**config.mk**
```make
export PLATFORM = sky130hd
export DESIGN_NAME = hall_commutation_position_tracker_core
export DESIGN_NICKNAME = d
export VERILOG_FILES = /design/src/sv/hcpt_pkg.sv /design/src/sv/hcpt_decode.sv /design/src/sv/hcpt_position.sv /design/src/sv/hall_commutation_position_tracker_core.sv
export SDC_FILE = /design/constraint.sdc
export NUM_CORES = 1
export LEC_CHECK = 0
export ABC_AREA = 1
export BUFFER_PORTS_ARGS = -buffer_cell sky130_fd_sc_hd__buf_2
export CAP_MARGIN = 20
export CORE_MARGIN = 2
export CORE_UTILIZATION = 52
export CTS_BUF_LIST = sky130_fd_sc_hd__clkbuf_16
export DETAILED_ROUTE_END_ITERATION = 8
export HOLD_SLACK_MARGIN = 0.15
export PLACE_DENSITY = 0.87
export SLEW_MARGIN = 20
export SYNTH_ARGS = -nofsm -noshare
export SYNTH_HDL_FRONTEND = slang
export SYNTH_HIERARCHICAL = 1
export SYNTH_SLANG_ARGS = --single-unit
```
**constraint.sdc**
```tcl
create_clock -name clock -period 3.72 [get_ports clock]
set_input_delay 0.744 -clock clock [delete_from_list [all_inputs] [get_ports clock]]
set_output_delay 0.744 -clock clock [all_outputs]
set_load 0.02 [all_outputs]
```
**src/sv/hcpt_pkg.sv**
```systemverilog
package hcpt_pkg;

   localparam int SENSOR_W   = 3;
   localparam int STATE_W    = 3;
   localparam int INDEX_W    = 3;
   localparam int GATE_W     = 6;
   localparam int POSITION_W = 32;
   localparam int REQ_DATA_W = 8;
   localparam int RSP_DATA_W = 48;
   localparam int CSR_INDEX_W = 1;
   localparam int CSR_DATA_W  = 3;

   // Register indexes of the configuration port.
   localparam logic [CSR_INDEX_W-1:0] CSR_HOME_STATE = 1'd0;
   localparam logic [CSR_INDEX_W-1:0] CSR_PHASE_LEAD = 1'd1;

   localparam logic [STATE_W-1:0] HOME_STATE_RESET = 3'd0;
   localparam logic [STATE_W-1:0] PHASE_LEAD_RESET = 3'd2;
   localparam logic [STATE_W-1:0] STATE_INVALID    = 3'd7;

   // High-side gate lines are active-low; this mask inverts them.
   localparam logic [GATE_W-1:0] HIGH_SIDE_MASK = 6'h2A;

   // Six-step gate patterns selected by the drive index.
   localparam logic [GATE_W-1:0] GATE_PATTERN [8] = '{
      6'h12, 6'h18, 6'h09, 6'h21, 6'h24, 6'h06, 6'h00, 6'h00
   };

   // Sensor code to rotor state; codes 000 and 111 are invalid.
   localparam logic [STATE_W-1:0] SENSOR_TO_STATE [8] = '{
      3'd7, 3'd5, 3'd3, 3'd4, 3'd1, 3'd0, 3'd2, 3'd7
   };

   typedef struct packed {
      logic [STATE_W-1:0] rotor_state;
      logic [INDEX_W-1:0] drive_index;
      logic [GATE_W-1:0]  gate_lines;
   } hcpt_decode_type;

   // Truncating remainder by six of a value in -5..16. Negative values
   // already lie within -5..-1 and are their own remainder.
   function automatic logic signed [5:0] rem6(input logic signed [5:0] sum);
      logic signed [5:0] r;
      if (sum < 0) begin
         r = sum;
      end else if (sum >= 6'sd12) begin
         r = sum - 6'sd12;
      end else if (sum >= 6'sd6) begin
         r = sum - 6'sd6;
      end else begin
         r = sum;
      end
      return r;
   endfunction

endpackage

```
**src/sv/hcpt_decode.sv**
```systemverilog
module hcpt_decode
   import hcpt_pkg::*;
(
   input  logic [SENSOR_W-1:0] sensor_bits,
   input  logic [STATE_W-1:0]  home_state,
   input  logic [STATE_W-1:0]  phase_lead,
   output hcpt_decode_type     decode
);

   logic [STATE_W-1:0] state;
   logic signed [5:0]  sum;
   logic signed [5:0]  rem;
   logic [INDEX_W-1:0] idx;

   always_comb begin
      state = SENSOR_TO_STATE[sensor_bits];
      // The sum spans -5..16, so six signed bits hold it.
      sum = $signed({3'b000, state}) - $signed({3'b000, home_state})
            + $signed({{3{phase_lead[2]}}, phase_lead}) + 6'sd6;
      rem = rem6(sum);
      idx = rem[INDEX_W-1:0];
      decode.rotor_state = state;
      decode.drive_index = idx;
      decode.gate_lines  = GATE_PATTERN[idx] ^ HIGH_SIDE_MASK;
   end

endmodule

```
**src/sv/hcpt_position.sv**
```systemverilog
module hcpt_position
   import hcpt_pkg::*;
(
   input  logic                  clock,
   input  logic                  reset,
   input  logic                  load,
   input  logic [STATE_W-1:0]    rotor_state,
   output logic [POSITION_W-1:0] position_next
);

   logic [STATE_W-1:0]    prev_state_ff;
   logic [STATE_W-1:0]    prev_state_in;
   logic [POSITION_W-1:0] count_ff;
   logic [POSITION_W-1:0] count_in;
   logic signed [3:0]     step;
   logic signed [3:0]     delta;

   always_comb begin
      step = $signed({1'b0, rotor_state}) - $signed({1'b0, prev_state_ff});
      // A step of five either way is a wrap of one state the other way.
      if (step == 4'sd5) begin
         delta = -4'sd1;
      end else if (step == -4'sd5) begin
         delta = 4'sd1;
      end else begin
         delta = step;
      end
      position_next = count_ff + {{(POSITION_W-4){delta[3]}}, delta};
      prev_state_in = load ? rotor_state : prev_state_ff;
      count_in      = load ? position_next : count_ff;
   end

   always_ff @(posedge clock) begin
      if (reset) begin
         prev_state_ff <= '0;
         count_ff      <= '0;
      end else begin
         prev_state_ff <= prev_state_in;
         count_ff      <= count_in;
      end
   end

endmodule

```
**src/sv/hall_commutation_position_tracker_core.sv**
```systemverilog
// Channel  Direction  Handshake              Payload
// req      in         req_tvalid/req_tready  req_tdata[2:0] sensor_bits
// rsp      out        rsp_tvalid/rsp_tready  rotor_state, drive_index, gate_lines, position
// csr      in         csr_we                 csr_index, csr_wdata
//
// One request is taken per cycle unless the input stage is held; each gives one response.
// The depth is set by the input register and the response register around one lookup and add.
// Reset is synchronous and active high; it empties both stages and restores the registers.
// A stalled response holds the input stage, and the request side stalls only when both are full.

module hall_commutation_position_tracker_core
   import hcpt_pkg::*;
(
   input  logic                   clock,
   input  logic                   reset,
   input  logic                   req_tvalid,
   output logic                   req_tready,
   input  logic [REQ_DATA_W-1:0]  req_tdata,   // [2:0] sensor_bits, [7:3] zero
   output logic                   rsp_tvalid,
   input  logic                   rsp_tready,
   output logic [RSP_DATA_W-1:0]  rsp_tdata,   // [2:0] rotor_state, [5:3] drive_index,
                                               // [11:6] gate_lines, [43:12] position,
                                               // [47:44] zero
   input  logic                   csr_we,
   input  logic [CSR_INDEX_W-1:0] csr_index,
   input  logic [CSR_DATA_W-1:0]  csr_wdata
);

   logic                  in_valid_ff;
   logic                  in_valid_in;
   logic [SENSOR_W-1:0]   in_sensor_ff;
   logic [SENSOR_W-1:0]   in_sensor_in;
   logic                  out_valid_ff;
   logic                  out_valid_in;
   logic [RSP_DATA_W-1:0] out_data_ff;
   logic [RSP_DATA_W-1:0] out_data_in;
   logic [STATE_W-1:0]    home_state_ff;
   logic [STATE_W-1:0]    home_state_in;
   logic [STATE_W-1:0]    phase_lead_ff;
   logic [STATE_W-1:0]    phase_lead_in;
   logic                  advance;
   logic                  accept;
   hcpt_decode_type       decode;
   logic [POSITION_W-1:0] position_next;

   // The input stage moves on whenever the response register is free or being drained.
   assign advance    = in_valid_ff && (!out_valid_ff || rsp_tready);
   assign req_tready = !in_valid_ff || advance;
   assign accept     = req_tvalid && req_tready;

   hcpt_decode u_decode (
      .sensor_bits (in_sensor_ff),
      .home_state  (home_state_ff),
      .phase_lead  (phase_lead_ff),
      .decode      (decode)
   );

   // The position count and previous state update only as a request leaves the input stage.
   hcpt_position u_position (
      .clock         (clock),
      .reset         (reset),
      .load          (advance),
      .rotor_state   (decode.rotor_state),
      .position_next (position_next)
   );

   always_comb begin
      in_valid_in  = accept ? 1'b1 : (advance ? 1'b0 : in_valid_ff);
      in_sensor_in = accept ? req_tdata[SENSOR_W-1:0] : in_sensor_ff;

      if (advance) begin
         out_valid_in = 1'b1;
      end else if (rsp_tready) begin
         out_valid_in = 1'b0;
      end else begin
         out_valid_in = out_valid_ff;
      end
      out_data_in = advance ? {4'b0000, position_next, decode.gate_lines,
                               decode.drive_index, decode.rotor_state}
                            : out_data_ff;

      home_state_in = home_state_ff;
      phase_lead_in = phase_lead_ff;
      if (csr_we) begin
         unique case (csr_index)
            CSR_HOME_STATE: home_state_in = csr_wdata;
            CSR_PHASE_LEAD: phase_lead_in = csr_wdata;
            default: ;
         endcase
      end
   end

   always_ff @(posedge clock) begin
      if (reset) begin
         in_valid_ff   <= 1'b0;
         out_valid_ff  <= 1'b0;
         home_state_ff <= HOME_STATE_RESET;
         phase_lead_ff <= PHASE_LEAD_RESET;
      end else begin
         in_valid_ff   <= in_valid_in;
         out_valid_ff  <= out_valid_in;
         home_state_ff <= home_state_in;
         phase_lead_ff <= phase_lead_in;
      end
   end

   // Payload registers carry no reset.
   always_ff @(posedge clock) begin
      in_sensor_ff <= in_sensor_in;
      out_data_ff  <= out_data_in;
   end

   assign rsp_tvalid = out_valid_ff;
   assign rsp_tdata  = out_data_ff;

`ifndef SYNTHESIS
   // The decode table never yields state six.
   a_state_code: assert property (@(posedge clock) disable iff (reset)
      rsp_tvalid |-> rsp_tdata[2:0] != 3'd6)
      else $error("rotor state six reached the response");

   // Drive indexes six and seven select the all-off pattern.
   a_off_pattern: assert property (@(posedge clock) disable iff (reset)
      rsp_tvalid && (rsp_tdata[5:3] == 3'd6 || rsp_tdata[5:3] == 3'd7)
      |-> rsp_tdata[11:6] == HIGH_SIDE_MASK)
      else $error("unused drive index did not switch all gates off");

   // A full input stage behind a stalled response must hold its request.
   a_stage_hold: assert property (@(posedge clock) disable iff (reset)
      in_valid_ff && out_valid_ff && !rsp_tready
      |=> in_valid_ff && $stable(in_sensor_ff))
      else $error("input stage lost a request during a stall");

   // A held response changes only when a request moves into the register.
   a_out_load: assert property (@(posedge clock) disable iff (reset)
      out_valid_ff && !advance |=> $stable(out_data_ff))
      else $error("response data changed without a request");
`endif

endmodule
```
---- Word level (Yosys, flattened, before mapping) ----
Memories as Yosys holds them, arrays and structs flattened.
Index checks and enable logic that the tools add are counted.
storage, ports and cells
  flip-flop bits (word level) ............. 90
  bits in read-only memories .............. 72
  input port bits ......................... 17
  output and inout bits ................... 50
  logic and storage cells ................. 51
  memories kept ........................... 2
memory list
  name              words  width  rd ports  clocked after memory_dff  wr ports  line               source
  (name not given)  8      6      1         0                         0         hcpt_decode.sv:24  decode.gate_lines = GATE_PATTERN[idx] ^ HIGH_SIDE_MASK;
  (name not given)  8      3      1         0                         0         hcpt_decode.sv:16  state = SENSOR_TO_STATE[sensor_bits];
operators by class
  add/subtract/negate cells ............... 7
  order comparisons ....................... 5
  equality and inequality tests ........... 2
  mux-type cells .......................... 13
  bitwise logic cells ..................... 4
  reductions and logical operators ........ 10
operators by type and width
  operator               number
  $add A32 B32 Y32       1
  $mux W3                5
  $mux W6                2
  $eq A4 B4 Y1 const B   2
  $ge A4 B4 Y1 const B   2
  $mux W4                2
  $not A3 Y4             2
  $sub A3 B3 Y4          2
  $add A6 B4 Y6 const B  1
  $ge A6 B4 Y1 const B   1
  $ge A6 B5 Y1 const B   1
  $lt A6 B1 Y1 const B   1
  $add A4 B3 Y5          1
  $mux W1                4
  $reduce_and A2 Y1      2
  $reduce_bool A2 Y1     2
  $not A3 Y3             1
  $sub A3 B2 Y3 const B  1
  $sub A3 B3 Y3 const B  1
  $logic_and A1 B1 Y1    2
  $logic_not A1 Y1       2
  $logic_or A1 B1 Y1     2
  $not A1 Y1             1

---- Logic depth before layout (Yosys ltp) ----
Gate-level depths: netlist (run 1).
  word-level depth ........................ 16
  depth in mapped cells ................... 28
  depth with buffers taken out ............ 28

---- Cells and area by module ----
The synthesis (run 1) kept the hierarchy.
modules (own cells, without submodules)
  module                                  times used  cells each  area an instance (µm²)  sequential area each (µm²)
  hcpt_position                           1           734         3933.8                  700.7
  hall_commutation_position_tracker_core  1           100         1781.7                  1571.5
  hcpt_decode                             1           106         616.8                   0.0

---- Worst setup path after synthesis (run 1) ----
No wires, ideal clock.
  path type ............................... in2reg
  start point ............................. input port rsp_tready
  end point ............................... register u_position.count_ff[10]
  setup time .............................. 0.115 ns
  data arrival time ....................... 3.889 ns
  required time ........................... 3.605 ns
  path slack .............................. -0.285 ns
  stages .................................. 6
  buffers on the path ..................... 1
  path through ............................ inv_1 > a21oi_1 > inv_1 > buf_2 > o21ai_0 > inv_1
on the way
  longest elaborated chain between the ends .. 2
ends and longest elaborated chain
  item                  line                                          source
  start, declared       hall_commutation_position_tracker_core.sv:20  input logic rsp_tready,
  $logic_or A1 B1 Y1    hall_commutation_position_tracker_core.sv:47  assign advance = in_valid_ff && (!out_valid_ff || rsp_tready);
  $logic_and A1 B1 Y1   hall_commutation_position_tracker_core.sv:47
  net advance           hall_commutation_position_tracker_core.sv:41  logic advance;
  end signal, assigned  hcpt_position.sv:39                           count_ff <= count_in;
  end, declared         hcpt_position.sv:13                           logic [POSITION_W-1:0] count_ff;
The timed path passes the listed nets, and every way through them passes these cells.
A chain may end at the register's enable or synchronous reset.

==> key figures, run 1 <==
Status
  – Status: finished, violations left
  – Violated checks: setup timing

Placed design
  – Buffers on Ports: 57
  – Post-DP Area: 0.00727 mm²
  – Cells after DPL: 1199
  – RePlAce Congestion: ~0.97
  – HPWL after DPL: approximately 11000 µm
  – DP Worst Slack: -302 ps

Clock network
  – Hold_buf cts: 0
  – CTS max path bufs: 2
  – Root Driver: clkbuf_16
  – Clock-pin slew on the worst setup and hold paths: 70 ps
  – Clk_lat worst skew: 370 ps
  – CTS Buf Count: 9
  – # clock sinks: 90
  – CTS tree: done
  – Maximum level of the CTS H-tree: 3

Worst setup path
  – Buffer and inverter count on the worst path: 11
  – Critical path origin: in_sensor_ff[1]
  – Slowest stage delay, CP: a little under 700 ps
  – Data required, critical path: 3980 ps
  – Reg2reg end: u_position/count_ff[17]
  – Worst setup SP type: flip-flop
  – Critical path peak fanout: 5
  – R2R depth: 30
  – Worst r2r src: in_sensor_ff[1]
  – CP endpoint: u_position/count_ff[17]
  – Crit path kind: flip-flop to flip-flop
  – Slowest CP cell: fa_2
  – Crit path DAT: slightly below 5000 ps
  – Crit. End Element: flip-flop
  – Crit-path leading delay family: adder cells
  – Flop-to-flop setup slack: -970 ps
  – CP Depth: 30

Power
  – Pwr per Cell Area: between 500 and 600 mW/mm²
  – Leak: 5.28 nW
  – Worst vdd ir: slightly below 0.0003 V

Synth
  – Post-synth EDFFs: 47
  – Post-Syn Area: 0.00633 mm²
  – Largest area contributor in the netlist: edfxtp_1
  – Seq/Total Area, Yosys: 0.359
  – Gate count after technology mapping: between 900 and 1k
  – Synth cell types: 34
  – Synth Area per Inst: 6.74 µm²
  – Warnings from Yosys: 6
  – Commonest register cell after synthesis: edfxtp_1
  – Synth top area share: 0.223
  – Async set-reset flop share out of synthesis: 0
  – #FFs+latches synth: 90
  – Top post-synthesis cells by area: edfxtp_1, nand2_1, dfxtp_1

STA
  – Clock skew: 5.69 ps
  – Slew headroom: 0.269
  – Slew Limit Fails: 0
  – Achievable Freq: 213 MHz
  – Final worst-path cycle share: 1.26
  – Slew @ Worst Pin: 1100 ps
  – Fin crit period: 4690 ps
  – Final hold violation count: 0
  – Setup WS post-layout: -966 ps
  – Post-route setup TNS: -52480 ps
  – Unrepaired setup endpoints after global routing: yes
  – Final setup vio count: 70

Floorplanning
  – Core area: roughly 0.012 mm²
  – Number of I/O pins: 67
  – Row count: 40
  – Die Span Y: about 110 µm
  – Initial core utilization: 0.529
  – Total die area: 0.0131 mm²
  – Die width: 114 µm

Cells and area
  – Non-filler instance count after layout: roughly 1.3k
  – Nets: 1190
  – Final Cell Area: around 0.010 mm²
  – Filler Cells Inserted: 477
  – Layout cell share with drive strength beyond 1: 0.517
  – ANT cells: 0
  – Fin util: 0.854
  – Area growth syn-to-layout: 61.4%

Global routing
  – Largest net degree at the start of global routing: 92
  – First-pass GRT wire length: 31000 µm
  – Grt ovf: 0
  – GRT Util Overall: 0.301
  – Antenna violations before repair: 0
  – Vias in the first global route: 6658

Route
  – Vias: around 8k
  – 1st-iter DRT viols: 1809
  – Drt total wl: 30700 µm
  – Final ANT Viol Nets: 0
  – DRC errors left: 0
  – DR WL/cell: 24.1 µm
  – Initial DRT Pass Iterations: 7
  – Routed vias/inst: 6.43

Min path
  – Tightest Hold Check Type: flip-flop to flip-flop

Flow run
  – Max-Cap Viols: 0
-- power breakdown --
group,total [mW],leakage [nW],internal [mW],switching [mW]
combinational,3.84,4.35,1.52,2.33
clock,0.947,0.133,0.519,0.428
sequential,1.32,0.798,1.25,0.0730
total,6.11,5.28,3.29,2.83
-- placed cells by master, fill, tap and decap left out, types with 9 or more instances in the layout --
cell	instances
a21oi_2	9
nand3_4	10
a21oi_4	10
o21ai_1	12
dfxtp_1	43
inv_1	145
clkbuf_16	9
a21oi_1	11
nand2_4	60
nor2_2	11
ha_4	31
inv_4	10
nor2_4	24
ha_1	16
nor2_1	82
buf_4	81
nand2_1	133
buf_2	57
inv_2	38
xor2_2	11
nand3_1	31
nand3_2	24
nand2_2	116
edfxtp_1	47
buf_6	38
-- final cells by class --
cell class / instances / area (µm²) / share of cell area
multi-input combinational: 641 / 5240 / 0.512
sequential: 90 / 2270 / 0.222
timing repair buffer: 183 / 1460 / 0.143
inverter: 196 / 777 / 0.0760
clock buffer: 9 / 225 / 0.0220
tap: 147 / 184 / 0.0180
clock inverter: 7 / 68.8 / 0.00673
-- logic make-up after synthesis --
kind of cell             Yosys count  share of synthesized area
flip-flops                        90                      0.359
buffers and inverters            212                      0.130
AND/OR/NAND/NOR                  508                      0.326
other                              1                   0.000592
AO/OA/AOI/OAI                     59                     0.0508
adder cells (fa/ha/maj)           52                      0.107
XOR/XNOR                          18                     0.0261
-- metal layers --
layer | global-route usage | part of all wire | up-vias
met1 | 0.346 | 0.32 | 3706
met5 | 0 | 0 | -
met3 | 0.0635 | 0.13 | 358
li1 | - | - | 3231
met2 | 0.522 | 0.44 | 896
met4 | 0.164 | 0.11 | 0
-- through the flow --
| stage | hold WS (ps) | total power, mW |
|---|---|---|
| 3_5_place_dp | 465 | 3.27 |
| 3_3_place_gp | 453 | 3.21 |
| 4_1_cts | 479 | 4.79 |
| 2_1_floorplan | 429 | 2.59 |
| 6_report | 485 | 6.11 |
| 5_1_grt | 499 | 6.27 |
-- cell usage after synthesis (5+ instances only) --
| cell | count |
|---|---|
| inv_1 | 192 |
| nor2_1 | 112 |
| a21oi_1 | 30 |
| clkbuf_1 | 7 |
| nand3_1 | 63 |
| ha_1 | 48 |
| nand2_2 | 9 |
| nand4_1 | 5 |
| nand2_1 | 305 |
| edfxtp_1 | 47 |
| nor2_2 | 5 |
| o21ai_0 | 14 |
| xnor2_1 | 5 |
| xor2_1 | 12 |
| o21ai_1 | 5 |
| dfxtp_1 | 43 |
-- sequential cells by signal (all words and copies together), names as in the netlist --
signal	count
u_position/count_ff	32
rsp_tvalid	1
u_position/prev_state_ff	3
in_sensor_ff	3
rsp_tdata	44
in_valid_ff	1
phase_lead_ff	3
home_state_ff	3
-- worst min path at each step --
stage / depth (start not counted) / from / to
final: 2 / u_position/count_ff[0] / u_position/count_ff[0]
after global routing: 2 / u_position/count_ff[0] / u_position/count_ff[0]
after CTS: 2 / u_position/prev_state_ff[2] / u_position/prev_state_ff[2]
after detailed placement: 2 / u_position/prev_state_ff[2] / u_position/prev_state_ff[2]
after global placement: 2 / u_position/count_ff[0] / u_position/count_ff[0]
after floorplan: 2 / phase_lead_ff[1] / phase_lead_ff[1]
-- what timing repair did --
action                     CTS  global route
resized for setup          193           358
setup buffers               40            29
pin swaps                   62           159
hold endpoints to repair     0             0
setup endpoints to repair   60            70
-- tightest hold or removal path: cells and delay by family (launching register included) --
family	cells	cell delay, ps
flops	1	320
compound gates	1	50
simple gates	1	60
(Power assumes the default switching activity.)
==> run 2, diff against run 1 <==
--- a/config.mk
+++ b/config.mk
@@ -9,11 +9,13 @@
 export BUFFER_PORTS_ARGS = -buffer_cell sky130_fd_sc_hd__buf_2
 export CAP_MARGIN = 20
 export CORE_MARGIN = 2
-export CORE_UTILIZATION = 52
+export CORE_UTILIZATION = 38
 export CTS_BUF_LIST = sky130_fd_sc_hd__clkbuf_16
+export CTS_CLUSTER_SIZE = 28
 export DETAILED_ROUTE_END_ITERATION = 8
+export GPL_TIMING_DRIVEN = 0
 export HOLD_SLACK_MARGIN = 0.15
-export PLACE_DENSITY = 0.87
+export PLACE_DENSITY = 0.7
 export SLEW_MARGIN = 20
 export SYNTH_ARGS = -nofsm -noshare
 export SYNTH_HDL_FRONTEND = slang
==> key figures, run 2 (synthesized netlist as in run 1, its figures left out) <==
Status
  – Status: finished, violations left
  – Violated checks: setup timing

Route
  – Vias: 6753 (-18%)
  – Routed vias/inst: 5.16 (-20%)
  – 1st-iter DRT viols: 601 (-67%)
  – Drt total wl: 21500 µm (-30%)
  – DR WL/cell: 16.4 µm (-32%)
  – Final ANT Viol Nets: 0 (unchanged)
  – Initial DRT Pass Iterations: 6 (-1)
  – DRC errors left: 0 (unchanged)

Worst setup path
  – Crit-path leading delay family: adder cells
  – CP endpoint: rsp_tdata[35]
  – Critical path peak fanout: 7 (+2)
  – Data required, critical path: 3840 ps (-140 ps)
  – Slowest CP cell: fa_1
  – CP Depth: 28 (-6.7%)
  – Crit path DAT: 4310 ps (-640 ps)
  – Buffer and inverter count on the worst path: 9 (-2)
  – Reg2reg end: rsp_tdata[35]
  – Cell repeated most along the worst path: nand2_2
  – Critical path origin: in_sensor_ff[0]
  – Crit path kind: flip-flop to flip-flop
  – Flop-to-flop setup slack: -470 ps (+500 ps)
  – Worst r2r src: in_sensor_ff[0]
  – Slowest stage delay, CP: 540 ps (-150 ps)
  – Worst setup SP type: flip-flop
  – Crit. End Element: flip-flop
  – R2R depth: 28 (-6.7%)

Cells and area
  – Nets: 1152 (-3.2%)
  – ANT cells: 0 (unchanged)
  – Filler Cells Inserted: 1212 (+150%)
  – Max reg flops: 44 (unchanged)
  – FF/Latch Area: 0.00227 mm² (unchanged)
  – Multi-input gate area: 0.00503 mm² (-3.9%)
  – Most common cell after layout, fill and taps aside: inv_1
  – Commonest non-fill, non-tap cells in the layout: inv_1, nand2_1, nand2_2
  – Layout cell share with drive strength beyond 1: 0.456 (-0.0610)
  – Area growth syn-to-layout: 54.1%
  – Fin util: 0.595 (-0.260)

Min path
  – Hold wc startpoint: phase_lead_ff[1]
  – Tightest Hold Check Type: flip-flop to flip-flop

STA
  – Slew headroom: 0.497 (+0.227)
  – Unrepaired setup endpoints after global routing: yes
  – Final setup vio count: 64 (-8.6%)
  – Fin crit period: 4190 ps (-497 ps)
  – Achievable Freq: 239 MHz (+12%)
  – Final hold violation count: 0 (unchanged)
  – Setup WS post-layout: -468 ps (+497 ps)
  – Slew @ Worst Pin: 755 ps (-341 ps)
  – Final worst-path cycle share: 1.13 (-0.134)
  – Slew Limit Fails: 0 (unchanged)
  – Clock skew: 8.44 ps (+2.75 ps)

Clock network
  – # clock sinks: 90 (unchanged)
  – Clock-pin slew on the worst setup and hold paths: 70 ps (about the same)
  – Maximum level of the CTS H-tree: 3 (unchanged)
  – CTS Buf Count: 9 (unchanged)
  – CTS tree: done
  – Clk_lat worst skew: 360 ps (about the same)
  – CTS max path bufs: 2 (unchanged)
  – Hold_buf cts: 0 (unchanged)
  – Root Driver: clkbuf_16

Power
  – Leak: 4.99 nW (-5.5%)
  – Worst vdd ir: 0.000315 V (+8.2%)
  – Pwr per Cell Area: 559 mW/mm² (-6.5%)
  – Final Total Pwr: 5.46 mW (-11%)

Floorplanning
  – Number of I/O pins: 67 (unchanged)
  – Total die area: 0.0177 mm² (+35%)
  – Die Span Y: 133 µm (+16%)
  – Row count: 47 (+18%)
  – Die width: 133 µm (+16%)
  – Initial core utilization: 0.386 (-0.143)
  – Core area: 0.0164 mm² (+37%)

Global routing
  – Vias in the first global route: 6125 (-8.0%)
  – Largest net degree at the start of global routing: 26 (-72%)
  – GRT Util Overall: 0.206 (-0.0945)
  – First-pass GRT wire length: 29100 µm (-6.2%)
  – Grt ovf: 0 (unchanged)
  – Antenna violations before repair: 0 (unchanged)

Flow run
  – Max-Cap Viols: 0 (unchanged)

Placed design
  – RePlAce Congestion: 0.962 (-0.59%)
  – HPWL after DPL: 10800 µm (+1.7%)
  – Buffers on Ports: 56 (-1.8%)
==> run 2: cell types whose count changed in the layout (fill, tap and decap cells not counted), moves of 7 or more <==
cell      previous run  this run
buf_4               81        47
nand2_1            133       156
buf_6               38        22
nand2_2            116       103
inv_1              145       157
nand2_4             60        52
clkbuf_1             0         7
inv_2               38        31
==> run 2: report_power, final <==
group,total (mW),switching [mW],internal [mW]
sequential,1.31,0.0584,1.25
combinational,3.18,1.88,1.31
clock,0.965,0.405,0.560
==> run 2: final cells by class <==
class                      instances  area share
clock buffer                      10      0.0256
multi-input combinational        641       0.516
timing repair inverter             1    0.000769
clock inverter                     6     0.00641
sequential                        90       0.233
buffer                            16     0.00898
inverter                         196      0.0776
tap                              220      0.0282
timing repair buffer             128       0.104
==> run 2: worst min path at each step <==
stage	endpoint	cells after the start
after floorplan	phase_lead_ff[1]	2
after global placement	u_position/count_ff[0]	2
after detailed placement	u_position/count_ff[0]	2
after CTS	u_position/count_ff[0]	2
after global routing	u_position/prev_state_ff[2]	2
final	phase_lead_ff[1]	2
==> run 2: per-layer routing <==
layer / global-route usage / routed length [µm] / vias to the layer above
met2: 0.359 / 10600 / 354
met1: 0.240 / 8030 / 3128
met3: 0.0460 / 1570 / 113
met4: 0.103 / 1250 / 0
li1: - / - / 3158
met5: 0 / 0 / -
==> run 2: worst min-delay path, delay by kind of cell, from the launching register on <==
family        cells  cell delay [ps]
simple gates      2              110
flops             1              340
==> run 2: per-stage QoR <==
| step | TNS, ps | std cells | hold WS (ps) | setup WS, ps | instance area [µm²] |
|---|---|---|---|---|---|
| global placement | -38780 | 1219 | 454 | -855 | 6910 |
| global route | -29320 | 1308 | 505 | -589 | 9760 |
| detailed placement | -41590 | 1221 | 460 | -922 | 6970 |
| CTS | -7200 | 1288 | 469 | -249 | 8920 |
| floorplan | -646 | 943 | 429 | -91.0 | 6360 |
| finish | -21410 | 1308 | 480 | -468 | 9760 |
==> run 2: timing repair <==
action | 4_1_cts | 5_1_grt
endpoints found under the hold margin | 0 | 0
setup buffers | 49 | 22
endpoints found under the setup margin | 66 | 66
pin swaps | 83 | 128
gates cloned | 2 | 0
gates resized for setup | 275 | 193
==> run 3, diff against run 2 <==
--- a/config.mk
+++ b/config.mk
@@ -9,13 +9,13 @@
 export BUFFER_PORTS_ARGS = -buffer_cell sky130_fd_sc_hd__buf_2
 export CAP_MARGIN = 20
 export CORE_MARGIN = 2
-export CORE_UTILIZATION = 38
+export CORE_UTILIZATION = 30
 export CTS_BUF_LIST = sky130_fd_sc_hd__clkbuf_16
 export CTS_CLUSTER_SIZE = 28
 export DETAILED_ROUTE_END_ITERATION = 8
 export GPL_TIMING_DRIVEN = 0
 export HOLD_SLACK_MARGIN = 0.15
-export PLACE_DENSITY = 0.7
+export PLACE_DENSITY = 0.6
 export SLEW_MARGIN = 20
 export SYNTH_ARGS = -nofsm -noshare
 export SYNTH_HDL_FRONTEND = slang
==> key figures, run 3 (synthesized netlist as in run 1, its figures left out) <==
STA
  – Clock skew: 12.6 ps (+4.11 ps)
  – Post-route setup TNS: -12910 ps (+8500 ps)
  – Final setup vio count: 56 (-13%)
  – Final hold violation count: 0 (unchanged)
  – Setup WS post-layout: -375 ps (+93.8 ps)
  – Final worst-path cycle share: 1.10 (-0.0252)
  – Unrepaired setup endpoints after global routing: yes
  – Slew headroom: 0.437 (-0.0594)
  – Slew @ Worst Pin: 844 ps (+89.2 ps)
  – Achievable Freq: 244 MHz (+2.3%)
  – Fin crit period: 4090 ps (-93.8 ps)
  – Slew Limit Fails: 0 (unchanged)

Cells and area
  – Area growth syn-to-layout: 60.6%
  – Commonest non-fill, non-tap cells in the layout: inv_1, nand2_1, nand2_2
  – Final Cell Area: 0.0102 mm² (+4.2%)
  – Non-filler instance count after layout: 1377 (+5.3%)
  – ANT cells: 0 (unchanged)
  – Nets: 1166 (+1.2%)
  – Most common cell after layout, fill and taps aside: inv_1
  – Layout cell share with drive strength beyond 1: 0.515 (+0.0595)
  – Max reg flops: 44 (unchanged)

Placed design
  – Buffers on Ports: 56 (unchanged)
  – Post-DP Area: 0.00704 mm² (+0.99%)
  – HPWL after DPL: 11600 µm (+7.0%)
  – Cells after DPL: 1276 (+4.5%)
  – DP Worst Slack: -972 ps (-50.1 ps)
  – RePlAce Congestion: 0.942 (-2.0%)

Worst setup path
  – Crit. End Element: flip-flop
  – Crit path DAT: 4200 ps (-110 ps)
  – Data required, critical path: 3830 ps (about the same)
  – Worst setup SP type: flip-flop
  – Crit path kind: flip-flop to flip-flop
  – Critical path peak fanout: 4 (-3)

Route
  – DR WL/cell: 15.0 µm (-8.6%)
  – Initial DRT Pass Iterations: 7 (+1)
  – DRC errors left: 0 (unchanged)
  – Routed vias/inst: 4.75 (-8.1%)
  – Vias: 6536 (-3.2%)
  – Final ANT Viol Nets: 0 (unchanged)
  – Drt total wl: 20600 µm (-3.8%)
  – 1st-iter DRT viols: 390 (-35%)

Clock network
  – CTS tree: done
  – CTS max path bufs: 2 (unchanged)
  – CTS Buf Count: 9 (unchanged)
  – # clock sinks: 90 (unchanged)
  – Clk_lat worst skew: 360 ps (about the same)
  – Maximum level of the CTS H-tree: 3 (unchanged)
  – Hold_buf cts: 0 (unchanged)
  – Root Driver: clkbuf_16
  – Clock-pin slew on the worst setup and hold paths: 70 ps (about the same)

Floorplanning
  – Die width: 149 µm (+12%)
  – Number of I/O pins: 67 (unchanged)
  – Die Span Y: 149 µm (+12%)
  – Initial core utilization: 0.303 (-0.0828)
  – Core area: 0.0209 mm² (+27%)
  – Total die area: 0.0223 mm² (+26%)
  – Row count: 53 (+13%)

Power
  – Pwr per Cell Area: 539 mW/mm² (-3.6%)
  – Worst vdd ir: 0.000216 V (-31%)
  – Final Total Pwr: 5.48 mW (+0.42%)
  – Leak: 5.10 nW (+2.2%)

Global routing
  – Largest net degree at the start of global routing: 25 (-3.8%)
  – Antenna violations before repair: 0 (unchanged)
  – First-pass GRT wire length: 28400 µm (-2.3%)
  – GRT Util Overall: 0.160 (-0.0460)
  – Vias in the first global route: 5971 (-2.5%)
  – Grt ovf: 0 (unchanged)

Status
  – Status: finished, violations left
  – Violated checks: setup timing

Min path
  – Tightest Hold Check Type: flip-flop to flip-flop

Flow run
  – Max-Cap Viols: 0 (unchanged)
[run 3: changes by cell type in the layout (fill, tap and decap cells not counted), sizes merged]
cell      delta
buf         +15
bufinv       -1
clkbuf       -1
clkinv       +1
clkinvlp     -1
inv          +1
[run 3: per-layer routing]
metal / up-vias / global-route usage / wire length, µm
li1: 3196 / - / -
met1: 3077 / 0.200 / 8470
met2: 195 / 0.274 / 10300
met3: 68 / 0.0294 / 1000
met4: 0 / 0.0624 / 825
met5: - / 0 / 0
[run 3: layout make-up]
type                    count  area (µm²)
clock buffers              10         250
clock inverters             6        46.3
plain buffers              16        87.6
multi-input cells         641        5260
well taps                 275         344
fillers                  1813       10700
inverters                 196         764
flip-flops and latches     90        2270
repair buffers            142        1130
repair inverters            1        7.51
[run 3: critical path, cell delays in order, from the launching register on]
cell and delay, ps:
edfxtp_1 410, ha_1 310, inv_1 50, nand2_2 70
o21ai_4 70, inv_2 100, ha_4 150, inv_4 40
fa_1 500, inv_1 60, nor2_2 90, inv_1 60
nor2_2 120, nand2_2 80, nand2_4 100, buf_12 110
clkinvlp_4 130, buf_8 180, ha_4 320, nand2_4 90
inv_6 90, nand2_8 60, nor3_4 190, buf_4 160
nand3_4 90, nand4_1 120, nand2_1 80
[run 3: where the power goes]
group	internal, mW	leakage [nW]	switching, mW
clock	0.499	0.142	0.423
combinational	1.34	4.16	1.91
sequential	1.25	0.798	0.0612
total	3.09	5.10	2.39
[run 3: worst paths after layout]
path	startpoint	end	slack, ps	cells after the start
setup reg to reg	in_sensor_ff[0]	rsp_tdata[36]	-370	26
setup / recovery	in_sensor_ff[0]	rsp_tdata[36]	-370	26
hold reg to reg	u_position/count_ff[0]	u_position/count_ff[0]	470	2
hold / removal	u_position/count_ff[0]	u_position/count_ff[0]	470	2
[run 3: stage by stage]
step | hold slack, ps | util
4_1_cts | 477 | 0.428
3_3_place_gp | 454 | 0.334
6_report | 475 | 0.487
5_1_grt | 495 | 0.487
3_5_place_dp | 461 | 0.337
2_1_floorplan | 429 | -
[run 3: timing repair]
item,in CTS,in global routing
endpoints found under the setup margin,66,65
pin swaps,94,148
endpoints found under the hold margin,0,0
buffers inserted,63,27
gates cloned,1,0
gates resized for setup,269,277
